### src/sv/ftcg_pkg.sv
// Shared types and constants of the force/torque calibration and guard block.
`timescale 1ns / 1ps
`default_nettype none
package ftcg_pkg;

  localparam int AXES     = 6;
  localparam int NCOEF    = AXES * AXES;
  localparam int COEF_AW  = 6;
  localparam int COL_W    = 3;
  localparam int GAUGE_W  = 32;
  localparam int VAL_W    = 40;
  localparam int LIM_W    = 39;
  localparam int PROD_W   = 2 * GAUGE_W;
  localparam int ACC_W    = PROD_W + 3;
  localparam int CFG_AW   = 3;

  localparam logic [1:0] KIND_SAMPLE = 2'd0;
  localparam logic [1:0] KIND_TARE   = 2'd1;
  localparam logic [1:0] KIND_LOAD   = 2'd2;

  localparam logic [CFG_AW-1:0] REG_GUARD_EN = 3'd6;

  localparam logic STATUS_OK      = 1'b0;
  localparam logic STATUS_REFUSED = 1'b1;

  localparam logic signed [VAL_W-1:0] VAL_MAX = 40'sh7F_FFFF_FFFF;
  localparam logic signed [VAL_W-1:0] VAL_MIN = 40'sh80_0000_0000;

  typedef struct packed {
    logic [1:0]                kind;
    logic signed [GAUGE_W-1:0] gauge_0;
    logic signed [GAUGE_W-1:0] gauge_1;
    logic signed [GAUGE_W-1:0] gauge_2;
    logic signed [GAUGE_W-1:0] gauge_3;
    logic signed [GAUGE_W-1:0] gauge_4;
    logic signed [GAUGE_W-1:0] gauge_5;
    logic                      fault_active;
    logic [2:0]                coef_row;
    logic [2:0]                coef_col;
    logic signed [GAUGE_W-1:0] coef_value;
  } ftcg_in_t;

  typedef struct packed {
    logic [2:0]              axis;
    logic signed [VAL_W-1:0] raw_value;
    logic signed [VAL_W-1:0] tared_value;
    logic                    over_limit;
    logic                    guard_fault;
    logic                    status;
    logic                    last;
  } ftcg_out_t;

  // Travels with each coefficient read down the multiply-accumulate path.
  typedef struct packed {
    logic             vld;
    logic             first;
    logic             last;
    logic [COL_W-1:0] col;
  } ftcg_tag_t;

  typedef enum logic [2:0] {
    ST_IDLE,
    ST_ISSUE,
    ST_WAIT,
    ST_AXIS,
    ST_ONE
  } ftcg_state_t;

endpackage
`default_nettype wire

### src/sv/ftcg_mac.sv
// Multiply-accumulate unit: registered 32x32 product, then a 67-bit accumulator.
`timescale 1ns / 1ps
`default_nettype none
module ftcg_mac (
  input  wire logic                                clk,
  input  wire logic                                rst,
  input  wire logic signed [ftcg_pkg::GAUGE_W-1:0] coef,
  input  wire logic signed [ftcg_pkg::GAUGE_W-1:0] gauge,
  input  wire ftcg_pkg::ftcg_tag_t                 tag,
  output logic signed [ftcg_pkg::ACC_W-1:0]        acc,
  output logic                                     done
);
  import ftcg_pkg::*;

  logic signed [PROD_W-1:0] prod;
  ftcg_tag_t                tag1;
  logic signed [ACC_W-1:0]  prod_ext;

  assign prod_ext = {{(ACC_W - PROD_W){prod[PROD_W-1]}}, prod};

  always_ff @(posedge clk) begin
    prod <= coef * gauge;
    if (tag1.vld) begin
      acc <= tag1.first ? prod_ext : acc + prod_ext;
    end
  end

  always_ff @(posedge clk) begin
    if (rst) begin
      tag1 <= '0;
      done <= 1'b0;
    end else begin
      tag1 <= tag;
      done <= tag1.vld && tag1.last;
    end
  end

endmodule
`default_nettype wire

### config.mk
export PLATFORM = sky130hd
export DESIGN_NAME = ftcg_mac
export DESIGN_NICKNAME = d
export VERILOG_FILES = /design/src/sv/ftcg_pkg.sv /design/src/sv/ftcg_mac.sv
export SDC_FILE = /design/constraint.sdc
export NUM_CORES = 2
export LEC_CHECK = 0
export BUFFER_PORTS_ARGS = -buffer_cell sky130_fd_sc_hd__buf_2
export CAP_MARGIN = 20
export CORE_MARGIN = 1
export CORE_UTILIZATION = 55
export CTS_CLUSTER_DIAMETER = 60
export DETAILED_ROUTE_END_ITERATION = 12
export GPL_ROUTABILITY_DRIVEN = 0
export GPL_TIMING_DRIVEN = 0
export MAX_ROUTING_LAYER = met4
export PLACE_DENSITY = 0.83
export SETUP_SLACK_MARGIN = 0.5
export SYNTH_ARGS = -nofsm -noshare
export SYNTH_HDL_FRONTEND = slang
export SYNTH_SLANG_ARGS = --single-unit
### constraint.sdc
create_clock -name clk -period 9.9 [get_ports clk]
set_input_delay 1.98 -clock clk [delete_from_list [all_inputs] [get_ports clk]]
set_output_delay 1.98 -clock clk [all_outputs]
set_load 0.03 [all_outputs]
==> out/metrics.cfg <==
[run_status]
run_status = finished clean

[cts]
cts_tree = yes
worst_skew_pair.late_latency_ns = 0.44
ctsRootBufferMaster = sky130_fd_sc_hd__clkbuf_16
clk_transition_reported_paths_ns = 0.06
clock_sink_count = 135
cts_max_path_buffers = 2
holdBufCountCts = 0
cts_made_buffers = 17
htreeDepth = 4

[timing]
drv_slew = 0
grt_setup_unrepaired = true
skew_ns = 0.00924
relSlewSlack_pct = 30.0
timing_worst_slew_pin_value_ns = 1.02
finalCriticalPeriod_ns = 9.32
post-route-worst-setup-slack_ns = 0.582
final.setup.tns_ns = 0
hold-worst-slack_ns = 0.425
timing.final.hold_violations = 0
period_share_pct = 94.1
timing.final.setup_violations = 0
max_clock_freq_mhz = 107

[worst_hold_path]
min-delay-path-class = reg2reg
whs_endpoint = done$_SDFF_PP0_
hold_path.startpoint = tag1[3]$_SDFF_PP0_
whs_path_depth = 2

[worst_setup_path]
start_kind = primary input
criticalPathCategory = in2reg
critPathMaxFanout = 10
regToRegStartpoint = acc[0]$_DFFE_PP_
critPathRequiredTime_ns = 10.20
worst_ep_arrival_time_ns = 9.62
timing.rr.end = acc[64]$_DFFE_PP_
worst_setup_path_end_kind = flip-flop
r2r_slack_ns = 5.75
worst-r2r-cell-count = 13

[yosys]
synthFlopType = sky130_fd_sc_hd__dfxtp_1
yosysSeqAreaShare_pct = 7.62
synthDominantAreaCellType = sky130_fd_sc_hd__fa_1
asyncSetResetFlopFracSynth_pct = 0
synth_enable_flop_cells = 67
avgSynthCellArea_um2 = 9.33
warnings_synthesis = 0
post_synth_main_area_contributors = sky130_fd_sc_hd__fa_1 49%, sky130_fd_sc_hd__inv_1 8.4%, sky130_fd_sc_hd__and2_1 7.5%
ys_seq_elements = 135
synthesis.area_um2 = 44300
netlist.area_leader.share_pct = 49.0
syn-num-nets = 6153
synthesis.instances = 4748
ys_types = 77

[drt]
drt-wirelength-per-cell_um = 24.5
routed-wl-met3_um = 21900
wl_met2_um = 62900
dr_total_vias = 36121
drc_viols = 0
wl_met1_um = 47700
number_of_drc_markers_after_the_initial_detailed_route_iteration = 3864
drt_pre_antenna_iters = 8
maxUsedRoutingLayer = met4
drt.antenna.violating_nets = 0
route.detailed.vias_per_inst = 6.00
finalWirelength_um = 148000

[die]
fp.dieW_um = 286
placementRows = 103
io_pins = 140
design.die.area_um2 = 81700
initial_utilization_pct = 55.8
chipHeight_um = 286
floorplan.core_area_um2 = 79400

[global_route]
grt_start_max_net_pins = 41
number_of_antenna_violations_at_the_first_check_in_global_routing = 18
grt_remaining_overflow = 0
grt_first_pass_wirelength_um = 222000
global_route.usage.total_pct = 38.0
first_global_vias = 38115

[finish]
final_layout_size_suffix_gt1_share_pct = 9.84
multi_input_comb_area_um2 = 36500
nets = 6341
final_cell_area_um2 = 48000
regArea_um2 = 3380
filler_cell_count_in_the_final_layout = 6339
syn_to_final_growth_pct = 8.39

[placed_design]
hpwlAfterDp_um = 120000
worst_slack_at_placement_ns = -1.45
port-buffer-count = 136
detailed_place.area_um2 = 46300

[job]
drv.max_cap_violation_count = 0

## timing repair
| action | 4_1_cts | 5_1_grt |
|---|---|---|
| gates resized for setup | 185 | 387 |
| setup buffers | 17 | 13 |
| endpoints found under the setup margin | 16 | 17 |
| hold endpoints to repair | 0 | 0 |
| pin swaps | 6 | 22 |
## critical path: stages
cell and delay (ns):
sky130_fd_sc_hd__buf_2 0.24, sky130_fd_sc_hd__buf_4 0.26, sky130_fd_sc_hd__and2_1 0.17, sky130_fd_sc_hd__fa_1 0.45
sky130_fd_sc_hd__fa_1 0.64, sky130_fd_sc_hd__inv_1 0.10, sky130_fd_sc_hd__fa_1 0.50, sky130_fd_sc_hd__fa_1 0.52
sky130_fd_sc_hd__inv_1 0.05, sky130_fd_sc_hd__fa_1 0.55, sky130_fd_sc_hd__fa_1 0.43, sky130_fd_sc_hd__fa_2 0.62
sky130_fd_sc_hd__fa_1 0.48, sky130_fd_sc_hd__ha_1 0.45, sky130_fd_sc_hd__and3_1 0.27, sky130_fd_sc_hd__a22oi_2 0.11
sky130_fd_sc_hd__a21oi_2 0.24, sky130_fd_sc_hd__a211oi_2 0.13, sky130_fd_sc_hd__and3_1 0.19, sky130_fd_sc_hd__a21o_1 0.23
sky130_fd_sc_hd__o211ai_1 0.24, sky130_fd_sc_hd__a21oi_2 0.12, sky130_fd_sc_hd__o41ai_1 0.33, sky130_fd_sc_hd__xnor2_1 0.27
## synth_stat cells, types with 5 or more instances
cell type,number
sky130_fd_sc_hd__fa_1,1083
sky130_fd_sc_hd__inv_1,995
sky130_fd_sc_hd__nand2_1,623
sky130_fd_sc_hd__and2_1,530
sky130_fd_sc_hd__ha_1,250
sky130_fd_sc_hd__clkbuf_1,242
sky130_fd_sc_hd__a21oi_1,129
sky130_fd_sc_hd__o21ai_0,123
sky130_fd_sc_hd__a21o_1,98
sky130_fd_sc_hd__nor2_1,90
sky130_fd_sc_hd__xnor2_1,83
sky130_fd_sc_hd__dfxtp_1,68
sky130_fd_sc_hd__edfxtp_1,67
sky130_fd_sc_hd__xor2_1,46
sky130_fd_sc_hd__nand3_1,26
sky130_fd_sc_hd__nand4_1,26
sky130_fd_sc_hd__a211oi_1,24
sky130_fd_sc_hd__and3_1,21
sky130_fd_sc_hd__o21bai_1,20
sky130_fd_sc_hd__a31oi_1,18
sky130_fd_sc_hd__nor3_1,18
sky130_fd_sc_hd__nand2b_1,15
sky130_fd_sc_hd__nor2b_1,15
sky130_fd_sc_hd__o21a_1,10
sky130_fd_sc_hd__o31ai_1,8
sky130_fd_sc_hd__o211ai_1,7
sky130_fd_sc_hd__or2_2,6
sky130_fd_sc_hd__a211o_1,5
sky130_fd_sc_hd__o2111ai_1,5
## layout by cell type, fill, tap and decap left out, drive strengths merged, types with 25 or more instances in the layout
master / netlist / final
and2: 530 / 530
a211oi: 25 / 25
buf: 7 / 247
nor2: 90 / 90
xor2: 46 / 46
clkbuf: 242 / 188
edfxtp: 67 / 67
o21ai: 129 / 129
dfxtp: 68 / 68
xnor2: 83 / 83
a21o: 98 / 98
ha: 250 / 250
nand3: 26 / 26
a21oi: 130 / 130
nand2: 623 / 623
inv: 995 / 995
nand4: 27 / 27
fa: 1083 / 1083
## state kept, by name (all words and copies together) (netlist names)
name  cells
acc      67
done      1
prod     64
tag1      3
## metrics by stage
| step | util [%] | std cells |
|---|---|---|
| final | 60.5 | 6020 |
| after global routing | 60.5 | 6015 |
| after CTS | 59.6 | 5985 |
| after detailed placement | 58.4 | 5936 |
| after global placement | 58.3 | 5934 |
| after floorplan | - | 4748 |
## area by class of cell
type                            instances  share of cell area [%]
Tap cell                             1050                    2.74
Buffer                                249                    3.12
Clock inverter                         14                   0.263
Sequential cell                       135                    7.04
Multi-Input combinational cell       3368                    76.0
Antenna cell                           21                   0.109
Inverter                              996                    7.83
Clock buffer                           18                   0.894
Timing Repair Buffer                  169                    2.05
## kinds of logic after synthesis
kind of cell,after synthesis,synth area share [%]
DFF,135,7.62
buffers and inverters,1245,10.6
xor gates and xnor gates,129,2.55
and+or+nand+nor,1395,15.7
muxes,3,0.0763
adders and majority gates,1333,56.0
AOI/OAI and AO/OA,508,7.48
## worst max path at each step
stage,start,to,slack [ns],depth (start not counted)
2_1_floorplan,coef[31],prod[62]$_DFF_P_,0.60,29
3_3_place_gp,gauge[5],prod[62]$_DFF_P_,-1.39,28
3_5_place_dp,gauge[5],prod[62]$_DFF_P_,-1.45,28
4_1_cts,gauge[6],prod[62]$_DFF_P_,0.49,32
5_1_grt,coef[23],prod[63]$_DFF_P_,0.41,27
6_report,gauge[11],prod[61]$_DFF_P_,0.58,24
## per-layer routing
layer  global-route usage, %  up-vias
met5                       -        -
met4                    30.0        0
met3                    15.2      919
met2                    53.8     2802
met1                    42.7    17755
li1                        -    14645
Power is left out: the tool's default activity adds up to more than one toggle a clock period on the data nets, which glitch-free logic cannot reach.
