--- src/sv/ftcg_pkg.sv ---
// Shared types and constants of the force/torque calibration and guard block.
`timescale 1ns / 1ps
`default_nettype none
package ftcg_pkg;

  localparam int AXES     = 6;
  localparam int NCOEF    = AXES * AXES;
  localparam int COEF_AW  = 6;
  localparam int COL_W    = 3;
  localparam int GAUGE_W  = 32;
  localparam int VAL_W    = 40;
  localparam int LIM_W    = 39;
  localparam int PROD_W   = 2 * GAUGE_W;
  localparam int ACC_W    = PROD_W + 3;
  localparam int CFG_AW   = 3;

  localparam logic [1:0] KIND_SAMPLE = 2'd0;
  localparam logic [1:0] KIND_TARE   = 2'd1;
  localparam logic [1:0] KIND_LOAD   = 2'd2;

  localparam logic [CFG_AW-1:0] REG_GUARD_EN = 3'd6;

  localparam logic STATUS_OK      = 1'b0;
  localparam logic STATUS_REFUSED = 1'b1;

  localparam logic signed [VAL_W-1:0] VAL_MAX = 40'sh7F_FFFF_FFFF;
  localparam logic signed [VAL_W-1:0] VAL_MIN = 40'sh80_0000_0000;

  typedef struct packed {
    logic [1:0]                kind;
    logic signed [GAUGE_W-1:0] gauge_0;
    logic signed [GAUGE_W-1:0] gauge_1;
    logic signed [GAUGE_W-1:0] gauge_2;
    logic signed [GAUGE_W-1:0] gauge_3;
    logic signed [GAUGE_W-1:0] gauge_4;
    logic signed [GAUGE_W-1:0] gauge_5;
    logic                      fault_active;
    logic [2:0]                coef_row;
    logic [2:0]                coef_col;
    logic signed [GAUGE_W-1:0] coef_value;
  } ftcg_in_t;

  typedef struct packed {
    logic [2:0]              axis;
    logic signed [VAL_W-1:0] raw_value;
    logic signed [VAL_W-1:0] tared_value;
    logic                    over_limit;
    logic                    guard_fault;
    logic                    status;
    logic                    last;
  } ftcg_out_t;

  // Travels with each coefficient read down the multiply-accumulate path.
  typedef struct packed {
    logic             vld;
    logic             first;
    logic             last;
    logic [COL_W-1:0] col;
  } ftcg_tag_t;

  typedef enum logic [2:0] {
    ST_IDLE,
    ST_ISSUE,
    ST_WAIT,
    ST_AXIS,
    ST_ONE
  } ftcg_state_t;

endpackage
`default_nettype wire

--- src/sv/ftcg_coef_mem.sv ---
// Calibration coefficient memory: 36 x 32 bits, one write and one registered read port.
`timescale 1ns / 1ps
`default_nettype none
module ftcg_coef_mem (
  input  wire logic                              clk,
  input  wire logic                              rst,
  input  wire logic                              wr_en,
  input  wire logic [ftcg_pkg::COEF_AW-1:0]      wr_addr,
  input  wire logic signed [ftcg_pkg::GAUGE_W-1:0] wr_data,
  input  wire logic                              rd_en,
  input  wire logic [ftcg_pkg::COEF_AW-1:0]      rd_addr,
  input  wire ftcg_pkg::ftcg_tag_t               rd_tag,
  output logic signed [ftcg_pkg::GAUGE_W-1:0]    rd_data,
  output ftcg_pkg::ftcg_tag_t                    rd_tag_q
);
  import ftcg_pkg::*;

  logic signed [GAUGE_W-1:0] mem [NCOEF];
  logic [NCOEF-1:0]          entry_vld;
  logic signed [GAUGE_W-1:0] rd_q;
  logic                      rd_vld_q;

  always_ff @(posedge clk) begin
    if (wr_en) begin
      mem[wr_addr] <= wr_data;
    end
    if (rd_en) begin
      rd_q     <= mem[rd_addr];
      rd_vld_q <= entry_vld[rd_addr];
    end
  end

  // Entries never loaded since reset read as zero.
  always_ff @(posedge clk) begin
    if (rst) begin
      entry_vld <= '0;
      rd_tag_q  <= '0;
    end else begin
      if (wr_en) begin
        entry_vld[wr_addr] <= 1'b1;
      end
      rd_tag_q <= rd_tag;
    end
  end

  assign rd_data = rd_vld_q ? rd_q : '0;

endmodule
`default_nettype wire

--- config.mk ---
export PLATFORM = sky130hd
export DESIGN_NAME = ftcg_coef_mem
export DESIGN_NICKNAME = d
export VERILOG_FILES = /design/src/sv/ftcg_pkg.sv /design/src/sv/ftcg_coef_mem.sv
export SDC_FILE = /design/constraint.sdc
export NUM_CORES = 1
export LEC_CHECK = 0
export BUFFER_PORTS_ARGS = -buffer_cell sky130_fd_sc_hd__buf_2
export CAP_MARGIN = 20
export CORE_MARGIN = 4
export CORE_UTILIZATION = 31
export CTS_CLUSTER_SIZE = 8
export DETAILED_ROUTE_END_ITERATION = 10
export GPL_TIMING_DRIVEN = 0
export SETUP_SLACK_MARGIN = 0.15
export SLEW_MARGIN = 20
export SYNTH_ARGS = -nofsm -noshare
export SYNTH_HDL_FRONTEND = slang
export SYNTH_SLANG_ARGS = --single-unit
--- constraint.sdc ---
create_clock -name clk -period 2.8 [get_ports clk]
set_input_delay 0.14 -clock clk [delete_from_list [all_inputs] [get_ports clk]]
set_output_delay 0.14 -clock clk [all_outputs]
set_load 0.03 [all_outputs]
==> results of run 1 <==
## layer usage
| layer | global-route usage [%] | vias up | routed length [um] |
|---|---|---|---|
| met5 | 0 | - | 23 |
| met4 | 6.04 | 4 | 4720 |
| met3 | 4.55 | 258 | 13500 |
| met2 | 27.5 | 1454 | 64300 |
| met1 | 22.3 | 12700 | 51500 |
| li1 | - | 9408 | - |
## state kept, by name, indices dropped and copies added, names as in the netlist
signal	count
mem	1152
entry_vld	36
rd_q	32
rd_tag_q	6
rd_vld_q	1
## report_power, final
| part | total, mW | leakage, nW | internal, mW | switching (mW) |
|---|---|---|---|---|
| Combinational | 1.96 | 4.66 | 0.718 | 1.24 |
| Clock | 18.5 | 2.30 | 11.1 | 7.41 |
| Sequential | 20.4 | 11.0 | 20.3 | 0.0396 |
## layout make-up
| class | count | area share (%) |
|---|---|---|
| Multi-Input combinational cell | 704 | 16.8 |
| Clock buffer | 194 | 7.81 |
| Sequential cell | 1227 | 64.4 |
| Buffer | 111 | 1.13 |
| Tap cell | 1930 | 4.27 |
| Timing Repair Buffer | 210 | 5.00 |
| Inverter | 2 | 0.0133 |
| Antenna cell | 7 | 0.0310 |
| Clock inverter | 17 | 0.544 |
## logic make-up after synthesis
kind of cell | count (synthesis) | share of synthesized area (%)
DFF | 1227 | 78.7
muxes | 333 | 15.2
buffers and inverters | 113 | 1.38
and+or+nand+nor | 205 | 2.11
AOI/OAI and AO/OA | 166 | 2.61
## worst max-delay path: stages
cell,delay (ns)
dlygate4sd3_1,0.58
clkbuf_1,0.35
inv_1,0.17
nor2_1,0.38
clkbuf_1,0.91
a31oi_1,0.35
## timing repair
action | CTS | global route
resized for setup | 2 | 2
setup endpoints to repair | 6 | 2
hold buffers | 43 | 0
hold endpoints to repair | 1212 | 0
## worst max-delay path by stage
| stage | from | to | cells past startpoint |
|---|---|---|---|
| finish | rd_addr[4] | rd_q[25] | 6 |
| detailed placement | rd_addr[1] | rd_q[11] | 6 |
| floorplan | wr_addr[4] | mem[0][0] | 3 |
| global placement | wr_addr[4] | mem[6][1] | 4 |
| CTS | rd_vld_q | rd_data[3] | 3 |
| global route | rd_addr[4] | rd_q[25] | 6 |
## cells in the mapped netlist, types with 2 or more instances
| cell type | instances |
|---|---|
| edfxtp_1 | 1185 |
| mux4_2 | 296 |
| nor2_1 | 141 |
| a22oi_1 | 64 |
| dfxtp_1 | 42 |
| clkbuf_1 | 39 |
| mux2i_1 | 36 |
| a31oi_1 | 34 |
| and2_1 | 34 |
| a211o_1 | 32 |
| o22ai_1 | 32 |
| buf_2 | 29 |
| buf_4 | 17 |
| buf_6 | 15 |
| buf_1 | 11 |
| nor2b_1 | 8 |
| nand3b_1 | 4 |
| nand4bb_1 | 3 |
| or3b_2 | 3 |
| inv_1 | 2 |
| nand4b_1 | 2 |
| nor3_1 | 2 |
| or4bb_1 | 2 |
## metrics by stage
stage          worst slack (ns)   TNS, ns  area [um^2]
6_report                  0.271         0        56600
3_3_place_gp              -2.98  -2640.60        49100
3_5_place_dp             -0.390     -5.26        51400
5_1_grt                   0.266         0        56600
4_1_cts                   0.198         0        56500
2_1_floorplan          -0.00335    -0.857        46300
==> results by group, run 1 <==
Run
  • Max Cap Violations: 0

Die
  • # IOs: about 90
  • Core area: 148000 um^2
  • Die footprint: 156000 um^2
  • Die Span X: between 300 and 400 um
  • Die height: 394 um
  • Initial core utilization: 31.3%
  • Row count: between 100 and 150

Yosys
  • Mean Syn Cell Area: around 23 um^2
  • Syn_nets: 2098
  • Top-area cell type share of the netlist area: 76.9%
  • Number of synthesized register bits: 1227
  • Synth warnings: 0
  • Ranking of synthesized cells by area: edfxtp_1, mux4_2, dfxtp_1
  • Ys flop type: edfxtp_1
  • Netlist Area Pre-Place: 46300 um^2
  • Synth area leader: edfxtp_1
  • Seq/Total Area, Yosys: 78.7%
  • Number of flops mapped to enable cells by yosys: 1185
  • Synthesized instance count: 2044
  • Ys async rst share: 0%
  • Post-synthesis cell type count: 34

Timing
  • Measured slew at the worst slew-check pin: 1.22 ns
  • Final Setup Violations: 0
  • RSZ-0062 raised after global routing: false
  • Final Skew: 0.0263 ns
  • Hold Vio Cnt, Final: 0
  • Fmax: about 0.40 GHz
  • Crit share post-route: 90.3%
  • Slew margin rel.: 18.5%
  • Hold WS: 0.0889 ns
  • Max Slew Vio Count: 0
  • Min Tclk post-route: 2.53 ns

Clock network
  • Maximum root-to-sink buffer count: 3
  • Worst-skew pair later-pin latency: between 0.7 and 0.8 ns
  • Root Buffer: clkbuf_16
  • CTS clk-pin slew, worst paths: 0.05 ns
  • CTS sink cnt: 1227
  • Setup bufs post-CTS: 0
  • CTS HTree Levels: 4
  • CTS Buf Count: 172
  • CTS tree: yes

Route
  • Drt initial violations: 3212
  • DRT Wirelength: roughly 130000 um
  • Routed vias: 23800
  • DRC viols: 0
  • Routed vias/inst: approximately 5.4
  • First-pass iteration count of the detailed router: 6
  • Antenna viol nets, final: 0
  • WL/cell: just over 30 um

Critical path
  • Crit Path Max Fanout: 10
  • R2R depth: 4
  • Reg2reg end: rd_q[0]
  • Reg2reg setup slack: 0.99 ns
  • Critical path type: input pin to flip-flop
  • Worst Path Arrival: 2.91 ns
  • CP Launch Type: input pin
  • CP required: 3.18 ns
  • CP Capture Type: flip-flop
  • Worst r2r src: mem[7][0]

Cells and area
  • Nets: 2482
  • Final Non-Filler Cells: 4402
  • Area taken by multi-input logic gates: 9510 um^2
  • Final Util: 38.2%
  • Register area: 36400 um^2
  • Area Growth Syn to Fin: 22.2%
  • Fill count: 12900
  • Layout cells sized above 1: 31.0%
  • Most frequent cells in the layout: edfxtp_1, mux4_2, clkbuf_16, buf_2, nor2_1
  • Most common cell after layout, fill and taps aside: edfxtp_1

Placed design
  • Placed Cells: 4140
  • Gpl congestion: around 0.77
  • Port bufs: 86
  • Post-detail-place hpwl: 87400 um

GRT
  • Tot GR Track Use: 17.0%
  • First-pass GRT wire length: 187000 um
  • Initial antenna violation count: 12
  • Global route total overflow: 0
  • Largest net degree at the start of global routing: 37
  • Vias in the first global route: between 20000 and 25000

Pwr
  • Pwr per Cell Area: approximately 720 nW/um^2
  • Worst VDD drop: roughly 0.00048 V
  • Leakage: 18.0 nW
  • Total power: about 40 mW

Worst hold path
  • Worst hold path cell count: 3
  • Worst hold path endpoint: rd_vld_q
  • HP Class: input pin to flip-flop
  • Worst Hold Launch: rd_addr[5]

Status
  • Outcome: complete, no violations
Note: power is estimated with default switching activity, not from simulation.
==> inputs of run 2 (changes only) <==
--- a/config.mk
+++ b/config.mk
@@ -8,10 +8,11 @@
 export BUFFER_PORTS_ARGS = -buffer_cell sky130_fd_sc_hd__buf_2
 export CAP_MARGIN = 20
 export CORE_MARGIN = 4
-export CORE_UTILIZATION = 31
+export CORE_UTILIZATION = 39
 export CTS_CLUSTER_SIZE = 8
 export DETAILED_ROUTE_END_ITERATION = 10
 export GPL_TIMING_DRIVEN = 0
+export PLACE_DENSITY_LB_ADDON = 0.15
 export SETUP_SLACK_MARGIN = 0.15
 export SLEW_MARGIN = 20
 export SYNTH_ARGS = -nofsm -noshare
==> results by group, run 2 (synthesis results as in run 1) <==
GRT
  • Initial antenna violation count: 2 (-10)
  • Global route total overflow: 0 (unchanged)
  • First-pass GRT wire length: 190000 um (+1.6%)
  • Largest net degree at the start of global routing: 37 (unchanged)
  • Tot GR Track Use: 22.0% (+5.0 points)
  • Vias in the first global route: 24400 (-0.71%)

Clock network
  • Worst-skew pair later-pin latency: 0.76 ns (about the same)
  • CTS clk-pin slew, worst paths: 0.05 ns (about the same)
  • CTS HTree Levels: 4 (unchanged)
  • Maximum root-to-sink buffer count: 3 (unchanged)
  • Root Buffer: clkbuf_16
  • CTS sink cnt: 1227 (unchanged)
  • Setup bufs post-CTS: 0 (unchanged)
  • CTS tree: yes
  • CTS Buf Count: 171 (-0.58%)

Worst hold path
  • Worst Hold Launch: rd_addr[5]
  • Worst hold path cell count: 3 (unchanged)
  • Worst hold path endpoint: rd_vld_q
  • HP Class: input pin to flip-flop

Critical path
  • Reg2reg end: rd_q[28]
  • CP required: 3.19 ns (about the same)
  • Critical path, cell by cell: buf_2 > buf_2 > clkbuf_1 > mux4_2 > a22oi_1 > a31oi_1
  • Worst Path Arrival: 2.94 ns (+0.03 ns)
  • Peak per-stage delay on the critical path: 0.73 ns (-0.18 ns)
  • Reg2reg setup slack: 0.92 ns (-0.07 ns)
  • Worst r2r src: mem[27][28]
  • R2R depth: 3 (-1)
  • CP Launch Type: input pin
  • Critical path type: input pin to flip-flop
  • Crit path max-delay cell type: clkbuf_1
  • Top cell by count, worst path: buf_2
  • CP Capture Type: flip-flop
  • Crit Path Max Fanout: 10 (unchanged)

Placed design
  • Post-detail-place hpwl: 90000 um (+3.0%)
  • Placement Setup Slack: -0.552 ns (-0.162 ns)
  • Gpl congestion: 0.757 (-1.3%)
  • Port bufs: 86 (unchanged)

Cells and area
  • Most common cell after layout, fill and taps aside: edfxtp_1
  • Nets: 2480 (-0.081%)
  • Most flop-heavy register: mem
  • Area taken by multi-input logic gates: 9510 um^2 (about the same)
  • Biggest regs: mem x1152, entry_vld x36, rd_q x32
  • Largest register FFs: 1152 (unchanged)
  • Register area: 36400 um^2 (unchanged)
  • Most frequent cells in the layout: edfxtp_1, mux4_2, clkbuf_16, buf_2, nor2_1
  • Layout cells sized above 1: 31.1% (+0.098 points)
  • Area Growth Syn to Fin: 20.6%
  • Fill count: 9680 (-25%)

Route
  • DRC viols: 0 (unchanged)
  • Routed vias: 23300 (-2.4%)
  • WL/cell: 34.2 um (+12%)
  • Antenna viol nets, final: 0 (unchanged)
  • Routed vias/inst: 5.83 (+7.7%)
  • First-pass iteration count of the detailed router: 6 (unchanged)
  • DRT Wirelength: 137000 um (+1.9%)
  • Drt initial violations: 2700 (-16%)

Timing
  • Setup TNS: 0 ns (unchanged)
  • Measured slew at the worst slew-check pin: 1.22 ns (+0.00245 ns)
  • Crit share post-route: 91.1% (+0.73 points)
  • Slew margin rel.: 18.4% (-0.16 points)
  • RSZ-0062 raised after global routing: false
  • Final Skew: 0.0268 ns (+0.000499 ns)
  • Hold Vio Cnt, Final: 0 (unchanged)
  • Max Slew Vio Count: 0 (unchanged)
  • Fmax: 0.392 GHz (-0.80%)
  • Fin worst setup slack: 0.250 ns (-0.0204 ns)
  • Min Tclk post-route: 2.55 ns (+0.0204 ns)
  • Final Setup Violations: 0 (unchanged)

Die
  • Die height: 353 um (-11%)
  • Core area: 118000 um^2 (-20%)
  • # IOs: 92 (unchanged)
  • Die Span X: 353 um (-11%)
  • Die footprint: 124000 um^2 (-20%)
  • Initial core utilization: 39.3% (+8.0 points)
  • Row count: 126 (-11%)

Status
  • Outcome: complete, no violations

Pwr
  • Leakage: 17.9 nW (-0.44%)
  • Worst VDD drop: 0.000642 V (+34%)
  • Pwr per Cell Area: 729 nW/um^2 (+0.89%)

Run
  • Max Cap Violations: 0 (unchanged)
-- run 2: repair_timing --
action	in CTS	in global routing
hold endpoints to repair	1224	0
resized for setup	3	4
hold buffers	44	0
setup endpoints to repair	24	1
-- run 2: power breakdown --
part / switching (mW) / total [mW] / internal, mW
Sequential: 0.0383 / 20.4 / 20.3
Clock: 7.34 / 18.3 / 11.0
Combinational: 1.27 / 1.99 / 0.723
-- run 2: area by class of cell --
| class | instances | area share [%] |
|---|---|---|
| sequential | 1227 | 65.2 |
| multi-input combinational | 704 | 17.0 |
| clock buffer | 189 | 7.92 |
| timing repair buffer | 209 | 4.88 |
| tap | 1536 | 3.44 |
| buffer | 111 | 1.15 |
| clock inverter | 12 | 0.327 |
| inverter | 2 | 0.0134 |
| antenna | 1 | 0.00448 |
-- run 2: worst max-delay path, delay by kind of cell --
family / cells / cell delay [ns]
AOI/OAI and AO/OA: 2 / 0.68
buffers and inverters: 3 / 1.68
muxes: 1 / 0.42
-- run 2: routing by layer --
metal / up-vias / GRT usage, % / share of wire [%]
li1: 9393 / - / -
met1: 12700 / 30.6 / 42
met4: 0 / 5.66 / 2.1
met2: 979 / 36.0 / 49
met5: - / 0 / 0
met3: 164 / 4.30 / 7.2
-- run 2: how the worst max path moves through the flow --
stage / endpoint / startpoint / cells past startpoint / slack (ns)
after floorplan: mem[0][0] / wr_addr[4] / 3 / -0.003
after global placement: mem[0][7] / wr_addr[4] / 4 / -3.07
after detailed placement: rd_q[28] / rd_addr[1] / 6 / -0.55
after CTS: rd_q[28] / rd_addr[4] / 7 / 0.20
after global routing: rd_q[28] / rd_addr[1] / 6 / 0.24
final: rd_q[28] / rd_addr[1] / 6 / 0.25
-- run 2: through the flow --
stage / utilization [%] / area [um^2] / std cells / power (mW) / hold WS, ns
after detailed placement: 43.1 / 50800 / 3745 / 22.7 / 0.357
after CTS: 47.3 / 55800 / 3990 / 41.1 / 0.00558
after global routing: 47.3 / 55800 / 3990 / 41.9 / 0.125
final: 47.3 / 55800 / 3991 / 40.7 / 0.0877
after global placement: 41.2 / 48600 / 3666 / 22.6 / 0.359
after floorplan: - / 46300 / 2044 / 21.7 / 0.212
